==> src/sv/mp3de_pkg.sv <==
// Shared types, constants and MPEG header lookup functions for the MP3
// duration estimator. No dependencies.
package mp3de_pkg;

  typedef struct packed {
    logic [7:0] data_byte;
    logic       end_of_file;
  } in_item_t;

  typedef struct packed {
    logic [29:0] duration_seconds;
    logic [1:0]  duration_source;
  } out_item_t;

  typedef enum logic [1:0] {
    PH_SEARCH,
    PH_COLLECT,
    PH_IDLE
  } phase_e;

  typedef enum logic [1:0] {
    ST_STREAM,
    ST_PREP,
    ST_DIV,
    ST_OUT
  } ctrl_state_e;

  typedef enum logic [1:0] {
    SRC_NONE,
    SRC_XING,
    SRC_VBRI,
    SRC_BITRATE
  } src_e;

  typedef struct packed {
    logic byte_en;
    logic eof_byte;
    logic load;
    logic div_step;
  } dp_cmd_t;

  localparam int unsigned NumW   = 46;
  localparam int unsigned DenW   = 20;
  localparam int unsigned DivCntW = 6;
  localparam int unsigned AfterDepth = 52;

  localparam logic [1:0] VerMpeg1 = 2'd3;
  localparam logic [1:0] VerReserved = 2'd1;
  localparam logic [1:0] LayerIII = 2'd1;
  localparam logic [1:0] ChMono = 2'd3;

  function automatic logic [8:0] kbps_lookup(input logic [1:0] ver, input logic [3:0] bri);
    logic [8:0] k;
    if (ver == VerMpeg1) begin
      case (bri)
        4'd1:  k = 9'd32;
        4'd2:  k = 9'd40;
        4'd3:  k = 9'd48;
        4'd4:  k = 9'd56;
        4'd5:  k = 9'd64;
        4'd6:  k = 9'd80;
        4'd7:  k = 9'd96;
        4'd8:  k = 9'd112;
        4'd9:  k = 9'd128;
        4'd10: k = 9'd160;
        4'd11: k = 9'd192;
        4'd12: k = 9'd224;
        4'd13: k = 9'd256;
        4'd14: k = 9'd320;
        default: k = 9'd0;
      endcase
    end else begin
      case (bri)
        4'd1:  k = 9'd8;
        4'd2:  k = 9'd16;
        4'd3:  k = 9'd24;
        4'd4:  k = 9'd32;
        4'd5:  k = 9'd40;
        4'd6:  k = 9'd48;
        4'd7:  k = 9'd56;
        4'd8:  k = 9'd64;
        4'd9:  k = 9'd80;
        4'd10: k = 9'd96;
        4'd11: k = 9'd112;
        4'd12: k = 9'd128;
        4'd13: k = 9'd144;
        4'd14: k = 9'd160;
        default: k = 9'd0;
      endcase
    end
    return k;
  endfunction

  function automatic logic [15:0] rate_lookup(input logic [1:0] ver, input logic [1:0] sri);
    logic [15:0] r;
    case ({ver, sri})
      4'b00_00: r = 16'd11025;
      4'b00_01: r = 16'd12000;
      4'b00_10: r = 16'd8000;
      4'b10_00: r = 16'd22050;
      4'b10_01: r = 16'd24000;
      4'b10_10: r = 16'd16000;
      4'b11_00: r = 16'd44100;
      4'b11_01: r = 16'd48000;
      4'b11_10: r = 16'd32000;
      default:  r = 16'd0;
    endcase
    return r;
  endfunction

  function automatic logic [5:0] side_lookup(input logic [1:0] ver, input logic [1:0] chm);
    logic [5:0] s;
    if (ver == VerMpeg1) s = (chm == ChMono) ? 6'd17 : 6'd32;
    else                 s = (chm == ChMono) ? 6'd9 : 6'd17;
    return s;
  endfunction

endpackage

==> src/sv/mp3de_ctrl.sv <==
// Controller for the MP3 duration estimator: sequences byte streaming,
// operand load, the bit-serial divide and result hand-off. Uses mp3de_pkg.
module mp3de_ctrl (
  input  logic                clk_i,
  input  logic                rst_ni,
  input  logic                in_valid_i,
  input  logic                in_eof_i,
  output logic                in_ready_o,
  output logic                out_valid_o,
  input  logic                out_ready_i,
  output mp3de_pkg::dp_cmd_t  cmd_o
);
  import mp3de_pkg::*;

  ctrl_state_e        state_q, state_d;
  logic [DivCntW-1:0] cnt_q, cnt_d;
  logic               accept;

  always_ff @(posedge clk_i or negedge rst_ni) begin
    if (!rst_ni) begin
      state_q <= ST_STREAM;
      cnt_q   <= '0;
    end else begin
      state_q <= state_d;
      cnt_q   <= cnt_d;
    end
  end

  always_comb begin
    state_d     = state_q;
    cnt_d       = cnt_q;
    in_ready_o  = 1'b0;
    out_valid_o = 1'b0;
    case (state_q)
      ST_STREAM: in_ready_o = 1'b1;
      ST_OUT: begin
        out_valid_o = 1'b1;
        in_ready_o  = out_ready_i;
      end
      default: ;
    endcase
    accept = in_valid_i & in_ready_o;
    cmd_o.byte_en  = accept;
    cmd_o.eof_byte = accept & in_eof_i;
    cmd_o.load     = (state_q == ST_PREP);
    cmd_o.div_step = (state_q == ST_DIV);
    case (state_q)
      ST_STREAM: if (accept && in_eof_i) state_d = ST_PREP;
      ST_PREP: begin
        state_d = ST_DIV;
        cnt_d   = '0;
      end
      ST_DIV: begin
        cnt_d = cnt_q + 1'b1;
        if (cnt_q == DivCntW'(NumW - 1)) state_d = ST_OUT;
      end
      ST_OUT: begin
        if (out_ready_i) state_d = (accept && in_eof_i) ? ST_PREP : ST_STREAM;
      end
      default: state_d = ST_STREAM;
    endcase
  end

  a_div_len: assert property (@(posedge clk_i) disable iff (!rst_ni)
    (state_q == ST_PREP) |=> ##(NumW) out_valid_o) else $error("divide length");
  a_no_byte_busy: assert property (@(posedge clk_i) disable iff (!rst_ni)
    (cmd_o.load || cmd_o.div_step) |-> !cmd_o.byte_en) else $error("byte while busy");
  a_eof_prep: assert property (@(posedge clk_i) disable iff (!rst_ni)
    cmd_o.eof_byte |=> (state_q == ST_PREP)) else $error("eof not followed by prep");

endmodule

==> src/sv/mp3de_dp.sv <==
// Datapath for the MP3 duration estimator: tag parsing, frame header search,
// tag field capture, operand setup and a restoring divider. Uses mp3de_pkg.
module mp3de_dp #(
  parameter int unsigned REGION_BYTES = 65536
) (
  input  logic                 clk_i,
  input  logic                 rst_ni,
  input  mp3de_pkg::dp_cmd_t   cmd_i,
  input  mp3de_pkg::in_item_t  in_data_i,
  output mp3de_pkg::out_item_t out_data_o
);
  import mp3de_pkg::*;

  localparam int unsigned RelW = $clog2(REGION_BYTES);

  logic [31:0]     pos_q, pos_d;
  logic [32:0]     fsize_q;
  logic [7:0]      tag_q [10];
  logic [28:0]     start_q, start_d;
  logic [7:0]      r1_q, r2_q, r3_q, r1_d, r2_d, r3_d;
  phase_e          phase_q, phase_d;
  logic [RelW-1:0] fo_q, fo_d;
  logic [1:0]      ver_q, sri_q, chm_q, ver_d, sri_d, chm_d;
  logic [3:0]      bri_q, bri_d;
  logic [5:0]      k_q, k_d;
  logic            xm_q, im_q, xflag_q, xdone_q, vm_q, vdone_q;
  logic            xm_d, im_d, xflag_d, xdone_d, vm_d, vdone_d;
  logic [31:0]     xcnt_q, vcnt_q, xcnt_d, vcnt_d;
  logic [NumW-1:0] quo_q;
  logic [DenW-1:0] rem_q;
  logic [DenW-1:0] den_q;
  logic [1:0]      src_q;

  logic [31:0] rel32;
  logic        in_reg, hdr_ok, id3;
  logic [RelW-1:0] rel;
  logic [7:0]  b;
  logic [6:0]  kx, side7;

  assign b = in_data_i.data_byte;

  always_comb begin
    pos_d = pos_q; start_d = start_q;
    r1_d = r1_q; r2_d = r2_q; r3_d = r3_q;
    phase_d = phase_q; fo_d = fo_q;
    ver_d = ver_q; bri_d = bri_q; sri_d = sri_q; chm_d = chm_q;
    k_d = k_q; xm_d = xm_q; im_d = im_q; xflag_d = xflag_q; xdone_d = xdone_q;
    vm_d = vm_q; vdone_d = vdone_q; xcnt_d = xcnt_q; vcnt_d = vcnt_q;

    rel32  = pos_q - {3'b0, start_q};
    in_reg = (pos_q >= {3'b0, start_q}) && (rel32 < 32'(REGION_BYTES));
    rel    = rel32[RelW-1:0];
    hdr_ok = (rel >= RelW'(3)) && (r1_q == 8'hFF) && ((r2_q & 8'hE0) == 8'hE0) &&
             (r2_q[2:1] == LayerIII) && (r2_q[4:3] != VerReserved) &&
             (r3_q[3:2] != 2'd3) && (r3_q[7:4] != 4'd0) && (r3_q[7:4] != 4'd15);
    side7  = {1'b0, side_lookup(ver_q, chm_q)};
    kx     = {1'b0, k_q} - side7;
    id3    = (pos_q == 32'd9) && (tag_q[0] == 8'h49) && (tag_q[1] == 8'h44) &&
             (tag_q[2] == 8'h33);

    if (cmd_i.byte_en) begin
      if (pos_q != 32'hFFFF_FFFF) pos_d = pos_q + 1'b1;
      if (in_reg) begin
        r1_d = r2_q; r2_d = r3_q; r3_d = b;
        case (phase_q)
          PH_SEARCH: begin
            if (hdr_ok) begin
              fo_d    = rel - RelW'(3);
              ver_d   = r2_q[4:3];
              bri_d   = r3_q[7:4];
              sri_d   = r3_q[3:2];
              chm_d   = b[7:6];
              k_d     = '0;
              phase_d = PH_COLLECT;
            end
          end
          PH_COLLECT: begin
            // capture Xing/Info fields relative to the side info offset
            if (k_q >= side7[5:0]) begin
              case (kx)
                7'd0: begin
                  xm_d = (b == 8'h58);
                  im_d = (b == 8'h49);
                end
                7'd1: begin
                  xm_d = xm_q & (b == 8'h69);
                  im_d = im_q & (b == 8'h6E);
                end
                7'd2: begin
                  xm_d = xm_q & (b == 8'h6E);
                  im_d = im_q & (b == 8'h66);
                end
                7'd3: begin
                  xm_d = xm_q & (b == 8'h67);
                  im_d = im_q & (b == 8'h6F);
                end
                7'd7: xflag_d = b[0];
                7'd8, 7'd9, 7'd10: xcnt_d = {xcnt_q[23:0], b};
                7'd11: begin
                  xcnt_d  = {xcnt_q[23:0], b};
                  xdone_d = 1'b1;
                end
                default: ;
              endcase
            end
            case (k_q)
              6'd32: vm_d = (b == 8'h56);
              6'd33: vm_d = vm_q & (b == 8'h42);
              6'd34: vm_d = vm_q & (b == 8'h52);
              6'd35: vm_d = vm_q & (b == 8'h49);
              6'd46, 6'd47, 6'd48: vcnt_d = {vcnt_q[23:0], b};
              6'd49: begin
                vcnt_d  = {vcnt_q[23:0], b};
                vdone_d = 1'b1;
              end
              default: ;
            endcase
            k_d = k_q + 1'b1;
            if (k_q == 6'(AfterDepth - 1)) phase_d = PH_IDLE;
          end
          default: ;
        endcase
      end
      // ID3 header complete: drop the speculative search and restart after the tag
      if (id3) begin
        start_d = 29'd10 + {1'b0, tag_q[6][6:0], tag_q[7][6:0], tag_q[8][6:0], b[6:0]};
        r1_d = '0; r2_d = '0; r3_d = '0;
        phase_d = PH_SEARCH; fo_d = '0;
        ver_d = '0; bri_d = '0; sri_d = '0; chm_d = '0;
        xdone_d = 1'b0; vdone_d = 1'b0;
      end
    end
    if (cmd_i.load) begin
      pos_d = '0; start_d = '0; r1_d = '0; r2_d = '0; r3_d = '0;
      phase_d = PH_SEARCH; fo_d = '0;
      ver_d = '0; bri_d = '0; sri_d = '0; chm_d = '0;
      xdone_d = 1'b0; vdone_d = 1'b0;
    end
  end

  always_ff @(posedge clk_i or negedge rst_ni) begin
    if (!rst_ni) begin
      pos_q <= '0; start_q <= '0; r1_q <= '0; r2_q <= '0; r3_q <= '0;
      phase_q <= PH_SEARCH; fo_q <= '0;
      ver_q <= '0; bri_q <= '0; sri_q <= '0; chm_q <= '0;
      k_q <= '0; xm_q <= 1'b0; im_q <= 1'b0; xflag_q <= 1'b0; xdone_q <= 1'b0;
      vm_q <= 1'b0; vdone_q <= 1'b0; xcnt_q <= '0; vcnt_q <= '0;
    end else begin
      pos_q <= pos_d; start_q <= start_d; r1_q <= r1_d; r2_q <= r2_d; r3_q <= r3_d;
      phase_q <= phase_d; fo_q <= fo_d;
      ver_q <= ver_d; bri_q <= bri_d; sri_q <= sri_d; chm_q <= chm_d;
      k_q <= k_d; xm_q <= xm_d; im_q <= im_d; xflag_q <= xflag_d; xdone_q <= xdone_d;
      vm_q <= vm_d; vdone_q <= vdone_d; xcnt_q <= xcnt_d; vcnt_q <= vcnt_d;
    end
  end

  always_ff @(posedge clk_i) begin
    if (cmd_i.byte_en && (pos_q < 32'd10)) tag_q[pos_q[3:0]] <= b;
    if (cmd_i.eof_byte) fsize_q <= {1'b0, pos_q} + 33'd1;
  end

  // operand setup for the final divide
  logic            x_ok, v_ok, mp1;
  logic [31:0]     total;
  logic [42:0]     nprod;
  logic [32:0]     bytes;
  logic [8:0]      kbps;
  logic [15:0]     rate;
  logic [NumW-1:0] num_ld;
  logic [DenW-1:0] den_ld;
  logic [1:0]      src_ld;

  always_comb begin
    mp1   = (ver_q == VerMpeg1);
    rate  = rate_lookup(ver_q, sri_q);
    kbps  = kbps_lookup(ver_q, bri_q);
    x_ok  = xdone_q && (xm_q || im_q);
    v_ok  = vdone_q && vm_q;
    total = x_ok ? (xflag_q ? xcnt_q : 32'd0) : (v_ok ? vcnt_q : 32'd0);
    nprod = 43'(total) * (mp1 ? 43'd1152 : 43'd576);
    bytes = fsize_q - {4'b0, start_q} - 33'(fo_q);
    if (phase_q == PH_SEARCH) begin
      num_ld = '0;
      den_ld = DenW'(1);
      src_ld = SRC_NONE;
    end else if (total != 32'd0) begin
      num_ld = NumW'({nprod, 1'b0}) + NumW'(rate);
      den_ld = DenW'({rate, 1'b0});
      src_ld = x_ok ? SRC_XING : SRC_VBRI;
    end else begin
      num_ld = NumW'({bytes, 3'b0}) + NumW'(19'(kbps) * 19'd500);
      den_ld = DenW'(19'(kbps) * 19'd1000);
      src_ld = SRC_BITRATE;
    end
  end

  logic [DenW:0] rem_sh;
  always_comb rem_sh = {rem_q, quo_q[NumW-1]};

  always_ff @(posedge clk_i) begin
    if (cmd_i.load) begin
      quo_q <= num_ld;
      rem_q <= '0;
      den_q <= den_ld;
      src_q <= src_ld;
    end else if (cmd_i.div_step) begin
      if (rem_sh >= {1'b0, den_q}) begin
        rem_q <= DenW'(rem_sh - {1'b0, den_q});
        quo_q <= {quo_q[NumW-2:0], 1'b1};
      end else begin
        rem_q <= rem_sh[DenW-1:0];
        quo_q <= {quo_q[NumW-2:0], 1'b0};
      end
    end
  end

  assign out_data_o.duration_seconds = quo_q[29:0];
  assign out_data_o.duration_source  = src_q;

  a_restart: assert property (@(posedge clk_i) disable iff (!rst_ni)
    (cmd_i.byte_en && id3) |=> (phase_q == PH_SEARCH && start_q >= 29'd10))
    else $error("restart after tag header");
  a_clear: assert property (@(posedge clk_i) disable iff (!rst_ni)
    cmd_i.load |=> (pos_q == 32'd0 && phase_q == PH_SEARCH)) else $error("not cleared");
  a_done: assert property (@(posedge clk_i) disable iff (!rst_ni)
    xdone_q |-> (phase_q != PH_SEARCH)) else $error("tag capture without header");

endmodule

==> src/sv/mp3_duration_estimator.sv <==
// MP3 play-time estimator. Takes one file byte per cycle while streaming; the
// byte with end_of_file set is followed by an operand-setup state and a
// bit-serial divide, and no bytes are taken until the result is taken (the
// next file's first byte may enter in the cycle the result is taken). The
// divider sets most of the per-file latency.
// An ID3 tag is skipped, the first Layer III header in REGION_BYTES bytes is
// found, and Xing/Info or VBRI frame counts are used before a bitrate guess.
// Depends on mp3de_pkg, mp3de_ctrl, mp3de_dp.
module mp3_duration_estimator #(
  parameter int unsigned REGION_BYTES = 65536
) (
  input  logic                 clk_i,
  input  logic                 rst_ni,
  input  logic                 in_valid_i,
  output logic                 in_ready_o,
  input  mp3de_pkg::in_item_t  in_data_i,
  output logic                 out_valid_o,
  input  logic                 out_ready_i,
  output mp3de_pkg::out_item_t out_data_o
);
  import mp3de_pkg::*;

  dp_cmd_t cmd;

  mp3de_ctrl u_ctrl (
    .clk_i       (clk_i),
    .rst_ni      (rst_ni),
    .in_valid_i  (in_valid_i),
    .in_eof_i    (in_data_i.end_of_file),
    .in_ready_o  (in_ready_o),
    .out_valid_o (out_valid_o),
    .out_ready_i (out_ready_i),
    .cmd_o       (cmd)
  );

  mp3de_dp #(
    .REGION_BYTES (REGION_BYTES)
  ) u_dp (
    .clk_i      (clk_i),
    .rst_ni     (rst_ni),
    .cmd_i      (cmd),
    .in_data_i  (in_data_i),
    .out_data_o (out_data_o)
  );

endmodule

==> config.mk <==
export PLATFORM = sky130hd
export DESIGN_NAME = mp3_duration_estimator
export DESIGN_NICKNAME = d
export VERILOG_FILES = /design/src/sv/mp3de_pkg.sv /design/src/sv/mp3de_ctrl.sv /design/src/sv/mp3de_dp.sv /design/src/sv/mp3_duration_estimator.sv
export SDC_FILE = /design/constraint.sdc
export NUM_CORES = 1
export LEC_CHECK = 0
export CORE_UTILIZATION = 35
export DETAILED_ROUTE_END_ITERATION = 7
export DONT_BUFFER_PORTS = 1
export GPL_ROUTABILITY_DRIVEN = 0
export PLACE_DENSITY = 0.46
export SYNTH_ARGS = -nofsm -noshare
export SYNTH_HDL_FRONTEND = slang
export SYNTH_SLANG_ARGS = --single-unit
==> constraint.sdc <==
create_clock -name clk_i -period 7.5 [get_ports clk_i]
set_input_delay 1.5 -clock clk_i [delete_from_list [all_inputs] [get_ports clk_i]]
set_output_delay 1.5 -clock clk_i [all_outputs]
set_load 0.02 [all_outputs]
-- Yosys cells after proc, flatten, opt, wreduce, memory -nomap -nowiden
Memory sizes are Yosys's and may differ from the RTL's.
Index checks and enable logic that the tools add are counted.
- word-level logic and storage cells: 272
- bits in registers: 318
- RAM bits: 80
- bits of input ports: 13
- memories: 4
- output and inout port bits: 34
- bits in read-only memories: 416
- order comparisons: 6
- multiply operators: 3
- mux-type cells: 100
- $add $sub $neg: 13
- bitwise gates (word level): 12
- reductions and logical operators: 54
- eq/ne operators: 51
- memories (name ; depth ; bits a word ; rd ports ; clocked after memory_dff ; wr ports ; RTL line ; RTL):
    (no name shown) ; 16 ; 15 ; 1 ; 0 ; 0 ; mp3de_pkg.sv:96 ; case ({ver, sri})
    (no name shown) ; 16 ; 6 ; 1 ; 0 ; 0 ; mp3de_pkg.sv:55 ; case (bri)
    (no name shown) ; 16 ; 5 ; 1 ; 0 ; 0 ; mp3de_pkg.sv:73 ; case (bri)
    u_dp.tag_q ; 10 ; 8 ; 6 ; 0 ; 1 ; mp3de_dp.sv:18 ; logic [7:0] tag_q [10];
- operators by type and width (kind ; number):
    $mux 32 ; 6
    $mux 46 ; 4
    $eq 8x7->1 const B ; 12
    $mux 16 ; 6
    $mux 8 ; 12
    $mux 29 ; 3
    $eq 6x6->1 const B ; 10
    $mux 2 ; 29
    $add 44x16->45 ; 1
    $mul 32x43->43 ; 1
    $add 36x18->37 ; 1
    $add 32x1->33 const B ; 1
    $sub 33x16->33 ; 1
    $sub 33x29->33 ; 1
    $add 32x1->32 const B ; 1
    $eq 32x4->1 const B ; 1
    $ge 32x29->1 ; 1
    $lt 32x17->1 const B ; 1
    $lt 32x4->1 const B ; 1
    $mul 9x7->16 const B ; 2
    $ne 32x32->1 const B ; 1
    $reduce_bool 32->1 ; 1
    $sub 32x29->32 ; 1
    $add 4x28->29 const A ; 1
    48 further kinds ; 140

-- Longest topological paths before layout
- word-level depth: 15
- mapped depth: 31

-- By module
A second synthesis with hierarchy kept.
- cells, all modules: 3558
- area, all modules: 31237.5 um^2
- by module, submodules not included (module ; area each (um^2) ; cells an instance ; instances ; seq. area each (um^2)):
    mp3de_dp ; 30709.5 ; 3500 ; 1 ; 9454.1
    mp3de_ctrl ; 528.0 ; 58 ; 1 ; 200.2

-- Worst setup path after synthesis
OpenSTA, ideal clock, no wires.
- path kind: register to register
- from: reg u_dp.ver_q[1]
- to: reg u_dp.quo_q[36], data pin
- path slack: 0.723 ns
- required time: 7.365 ns
- stages on the path, launching flop included: 27
- setup time: 0.135 ns
- period minus slack after synthesis: 6.777 ns
- arrival time: 6.642 ns
- cells stage by stage: dfrtp_1 clkbuf_1 nand2_1 clkbuf_1 buf_1 o21ai_0 inv_1 fa_1 fa_1 inv_1 fa_1 ha_1 ha_1 a21oi_1 o21bai_1 a21oi_1 xnor2_1 ha_1 nand3_1 o311ai_0 a21oi_1 nor2b_1 a221o_1 nand4_1 or3_1 or4_1 nand3_1
- longest elaborated chain between the ends: 7
- elaborated cells on any way between the ends: 11
- those cells by class: 2 x add/sub; 2 x mul; 1 x eq/ne; 5 x mux; 1 x memory
- RTL lines (element ; RTL line ; RTL):
    start: declaration ; mp3de_dp.sv:23 ; logic [1:0] ver_q, sri_q, chm_q, ver_d, sri_d, chm_d;
    start signal: assignment ; mp3de_dp.sv:151 ; ver_q <= ver_d; bri_q <= bri_d; sri_q <= sri_d; chm_q <= chm_d;
    $eq 2x2->1 ; mp3de_pkg.sv:54, mp3de_dp.sv:174 ;
    $mux 11 or $mux 9 (tied branches) ; mp3de_dp.sv:180, mp3de_pkg.sv:54 ;
    $mul 32x43->43 or $mul 9x7->16 (tied branches) ; mp3de_dp.sv:180, mp3de_dp.sv:191 ;
    $add 44x16->45 or $add 36x18->37 (tied branches) ; mp3de_dp.sv:187, mp3de_dp.sv:191 ;
    $mux 46 * ; mp3de_dp.sv:186 ; end else if (total != 32'd0) begin
    $mux 46 * ; mp3de_dp.sv:182 ; if (phase_q == PH_SEARCH) begin
    $mux 46 * ; mp3de_dp.sv:201 ; if (cmd_i.load) begin
    end signal: assignment ; mp3de_dp.sv:202 ; quo_q <= num_ld;
    end signal: assignment ; mp3de_dp.sv:209 ; quo_q <= {quo_q[NumW-2:0], 1'b1};
    end signal: assignment ; mp3de_dp.sv:212 ; quo_q <= {quo_q[NumW-2:0], 1'b0};
    end: declaration ; mp3de_dp.sv:29 ; logic [NumW-1:0] quo_q;
Mark *: on every way between the ends. The rest lies on a longest branch, timed or not.
A chain may end at the register's enable or synchronous reset.

-- Worst setup path in the final report
- from: reg u_dp.bri_q[1]
- to: reg u_dp.quo_q[36], data pin
- longest elaborated chain between the ends: 7
- elaborated cells on any way between the ends: 8
- those cells by class: 1 x add/sub; 1 x mul; 4 x mux; 2 x memory
- RTL lines (element ; RTL line ; RTL):
    start: declaration ; mp3de_dp.sv:24 ; logic [3:0] bri_q, bri_d;
    start signal: assignment ; mp3de_dp.sv:151 ;
    $mem_v2 16x5 or $mem_v2 16x6 (tied branches) ; -- ;
    $mux 9 * ; mp3de_pkg.sv:54 ; if (ver == VerMpeg1) begin
    $mul 9x7->16 * ; mp3de_dp.sv:191 ; num_ld = NumW'({bytes, 3'b0}) + NumW'(19'(kbps) * 19'd500);
    $add 36x18->37 * ; mp3de_dp.sv:191 ;
    $mux 46 * ; mp3de_dp.sv:186 ;
    $mux 46 * ; mp3de_dp.sv:182 ;
    $mux 46 * ; mp3de_dp.sv:201 ;
Marked as above.

==> metrics.yaml <==
pwr:
  leakage_nw: 15.4
  p_sw_mw: 1.83
  p_sw_share_pct: 31.2
  max-vdd-ir-drop_v: 0.000140
  combinationalPowerShare_pct: 23.0
  p_clk_share_pct: 40.3
  p_int_mw: 4.03
  seqPwrFrac_pct: 36.7
  power_density_mw_per_mm2: 174
synthesis:
  synth_seq_cells: 361
  synth_edf_count: 144
  synth_top_area_share_pct: 15.9
  synth_flop_cell: "dfrtp_1"
  async_flop_share_pct: 54.6
  avgSynthCellArea_um2: 9.26
  netlist_instances: 3341
  synth_cell_types: 107
  yosysWarnings: 0
  syn_area_mm2: 0.0309
  yosysSeqAreaShare_pct: 31.2
  synth_area_leaders: "dfrtp_1 16%, edfxtp_1 14%, ha_1 12%"
  synth_top_cell_by_area: "dfrtp_1"
floorplan:
  io_pins: 47
  rows: 108
  start_util_pct: 35.5
  core_mm2: 0.0872
  fp.dieH_um: 299
  die_x_um: 299
  dieArea_mm2: 0.0896
sta:
  worst_pin_slew_ns: 1.27
  fin_skew_ns: 0.0315
  slew_headroom_pct: 15.0
  finalCriticalPeriod_ns: 7.04
  timing.final.crit_share_pct: 93.8
  setup_ws_ns: 0.465
  rsz0062_at_grt: "true"
  hold_violations: 0
  tns_ns: 0
  clock.fmax_mhz: 142
  finalSetupViolations: 0
  drv_slew: 0
setup_path:
  cpPeakStageDelay_ns: 0.53
  timing.critical_path.mode_cell: "a21oi_1"
  cp_max_fo: 6
  cp.required_ns: 7.97
  critical_path_class: "flip-flop to flip-flop"
  slowest_stage: "fa_1"
  arrival_ns: 7.50
  endpoint_kind: "flip-flop"
  startpoint_type: "flip-flop"
routing:
  wirelength_um: 88100
  avgRoutedWirePerCell_um: 19.6
  via_per_inst: 5.39
  drc_errors: 0
  dr.first_iter.drc_count: 1616
  vias: 24200
  drtAntennaViolNets: 0
  dr.pass1.iters: 6
clocking:
  cts_setup_buffers: 0
  cts_hold_buf: 0
  cts_tree: "built"
  clock-root-buffer: "clkbuf_16"
  path_clk_slew_ns: 0.06
  clockBufferDepth: 3
  cts_buffers: 47
  clock-sinks: 361
  post_cts_resized: 0
  clkLatencyLatePin_ns: 0.60
  ctsHtreeMaxLevel: 2
global_routing:
  track_usage_pct: 19.7
  first_global_vias: 24300
  overflow: 0
  grt_max_degree: 198
  antenna_found_initial: 0
  grt_pass1_wl_um: 140000
cells_and_area:
  layout.nets: 3692
  syn2layout_area_growth_pct: 8.55
  antenna_cells: 0
  drive_gt1_share_pct: 7.15
flow_run:
  maxCapViolCount: 0
outcome:
  status: "finished, final reports clean"
place:
  port_buffers: 0
  place_ws_ns: 0.257
  hpwl_um: 68700
hold_path:
  hold_path_class: "flip-flop to flip-flop"
[metal layers]
metal / up-vias / track usage [%] / wire length [um]
met5: - / 0 / 0
met4: 0 / 4.46 / 1760
met3: 101 / 2.56 / 3780
met2: 494 / 31.5 / 39600
met1: 11800 / 28.1 / 43000
li1: 11800 / - / -
[final cells by class]
cell class                 count  area (um2)
tap                         1155        1450
timing repair buffer          39         293
multi-input combinational   2529       19300
clock inverter                23         221
clock buffer                  65        1410
fill                        8653       53600
sequential                   361        9650
inverter                     326        1220
[cell usage after synthesis (20+ instances only)]
library cell and count:
o21ai_0 128, a21o_1 51, edfxtp_1 144, o21a_1 38, a22oi_1 21, mux2i_1 47
a211oi_1 38, nor3_1 68, o211ai_1 35, xnor2_1 109, o22ai_1 43, nand4_1 53
nor2_1 238, mux2_4 60, nand2b_1 29, inv_1 326, a22o_1 52, xor2_1 135
nor2b_1 34, nand3_1 82, a21oi_1 182, ha_1 293, and2_1 25, or3_1 34
fa_1 82, nand2_1 220, dfxtp_1 20, and3_1 38, buf_4 31, dfrtp_1 197
nor4_1 35, clkbuf_1 103
[worst paths after layout]
check                      depth (start not counted)     startpoint  slack (ns)         endpoint
min in group asynchronous                          0         rst_ni        0.66      u_dp.k_q[0]
hold / removal                                     1   u_dp.r3_q[0]        0.48     u_dp.r3_q[0]
max in group asynchronous                          0         rst_ni        6.32  u_ctrl.cnt_q[3]
setup / recovery                                  30  u_dp.bri_q[1]        0.46   u_dp.quo_q[36]
setup reg to reg                                  30  u_dp.bri_q[1]        0.46   u_dp.quo_q[36]
hold reg to reg                                    1   u_dp.r3_q[0]        0.48     u_dp.r3_q[0]
[stage by stage]
stage / area, um2 / power, mW / cells / hold slack [ns] / util [%]
after global placement: 32000 / 3.52 / 4410 / 0.470 / 36.7
after floorplan: 31100 / 3.16 / 3390 / 0.451 / -
final: 33600 / 5.86 / 4498 / 0.479 / 38.5
after CTS: 33600 / 5.92 / 4498 / 0.483 / 38.5
after detailed placement: 32000 / 3.53 / 4410 / 0.471 / 36.7
after global routing: 33600 / 6.14 / 4498 / 0.490 / 38.5
[cell usage in the layout, fill, tap and decap left out, types with 82 or more instances in the layout]
cell      Yosys  routed
edfxtp_1    144     144
a21oi_1     182     182
nor2_1      238     238
fa_1         82      82
xnor2_1     109     109
xor2_1      135     135
dfrtp_1     197     197
nand2_1     220     219
inv_1       326     326
nand3_1      82      82
ha_1        293     291
o21ai_0     128     125
[kinds of logic after synthesis]
kind of cell / after synthesis / synth area share (%)
AOI/OAI and AO/OA: 774 / 17.0
xor gates and xnor gates: 244 / 6.91
buffers and inverters: 500 / 7.00
other: 2 / 0.0243
DFF: 361 / 31.2
muxes: 119 / 4.87
and+or+nand+nor: 966 / 15.9
adders and majority gates: 375 / 17.1
[registers in the layout (all words and copies together) (netlist names), 2 cells and up]
name	count
u_dp.phase_q	2
u_dp.quo_q	46
u_dp.pos_q	32
u_ctrl.cnt_q	6
u_dp.rem_q	20
u_dp.r1_q	8
u_dp.fo_q	16
u_dp.r2_q	8
u_dp.den_q	18
u_dp.chm_q	2
u_dp.tag_q	45
u_dp.k_q	6
u_dp.bri_q	4
u_dp.src_q	2
u_dp.xcnt_q	32
u_ctrl.state_q	2
u_dp.fsize_q	33
u_dp.r3_q	8
u_dp.sri_q	2
u_dp.vcnt_q	32
u_dp.start_q	29
u_dp.ver_q	2
[power groups by stage]
stage	Clock [mW]	Combinational, mW	Sequential [mW]
3_5_place_dp	0	1.34	2.19
4_1_cts	2.42	1.35	2.15
2_1_floorplan	0	0.985	2.17
5_1_grt	2.49	1.49	2.16
6_report	2.36	1.34	2.15
3_3_place_gp	0	1.33	2.19
[critical path, delay by kind of cell (launching register included)]
family,cells,cell delay [ns]
fa+ha+maj,7,2.57
flops,1,0.44
simple gates,8,1.53
buf+inv,4,0.40
compound gates,10,1.88
xor+xnor,1,0.12
Power figures use the tool's default switching activity.
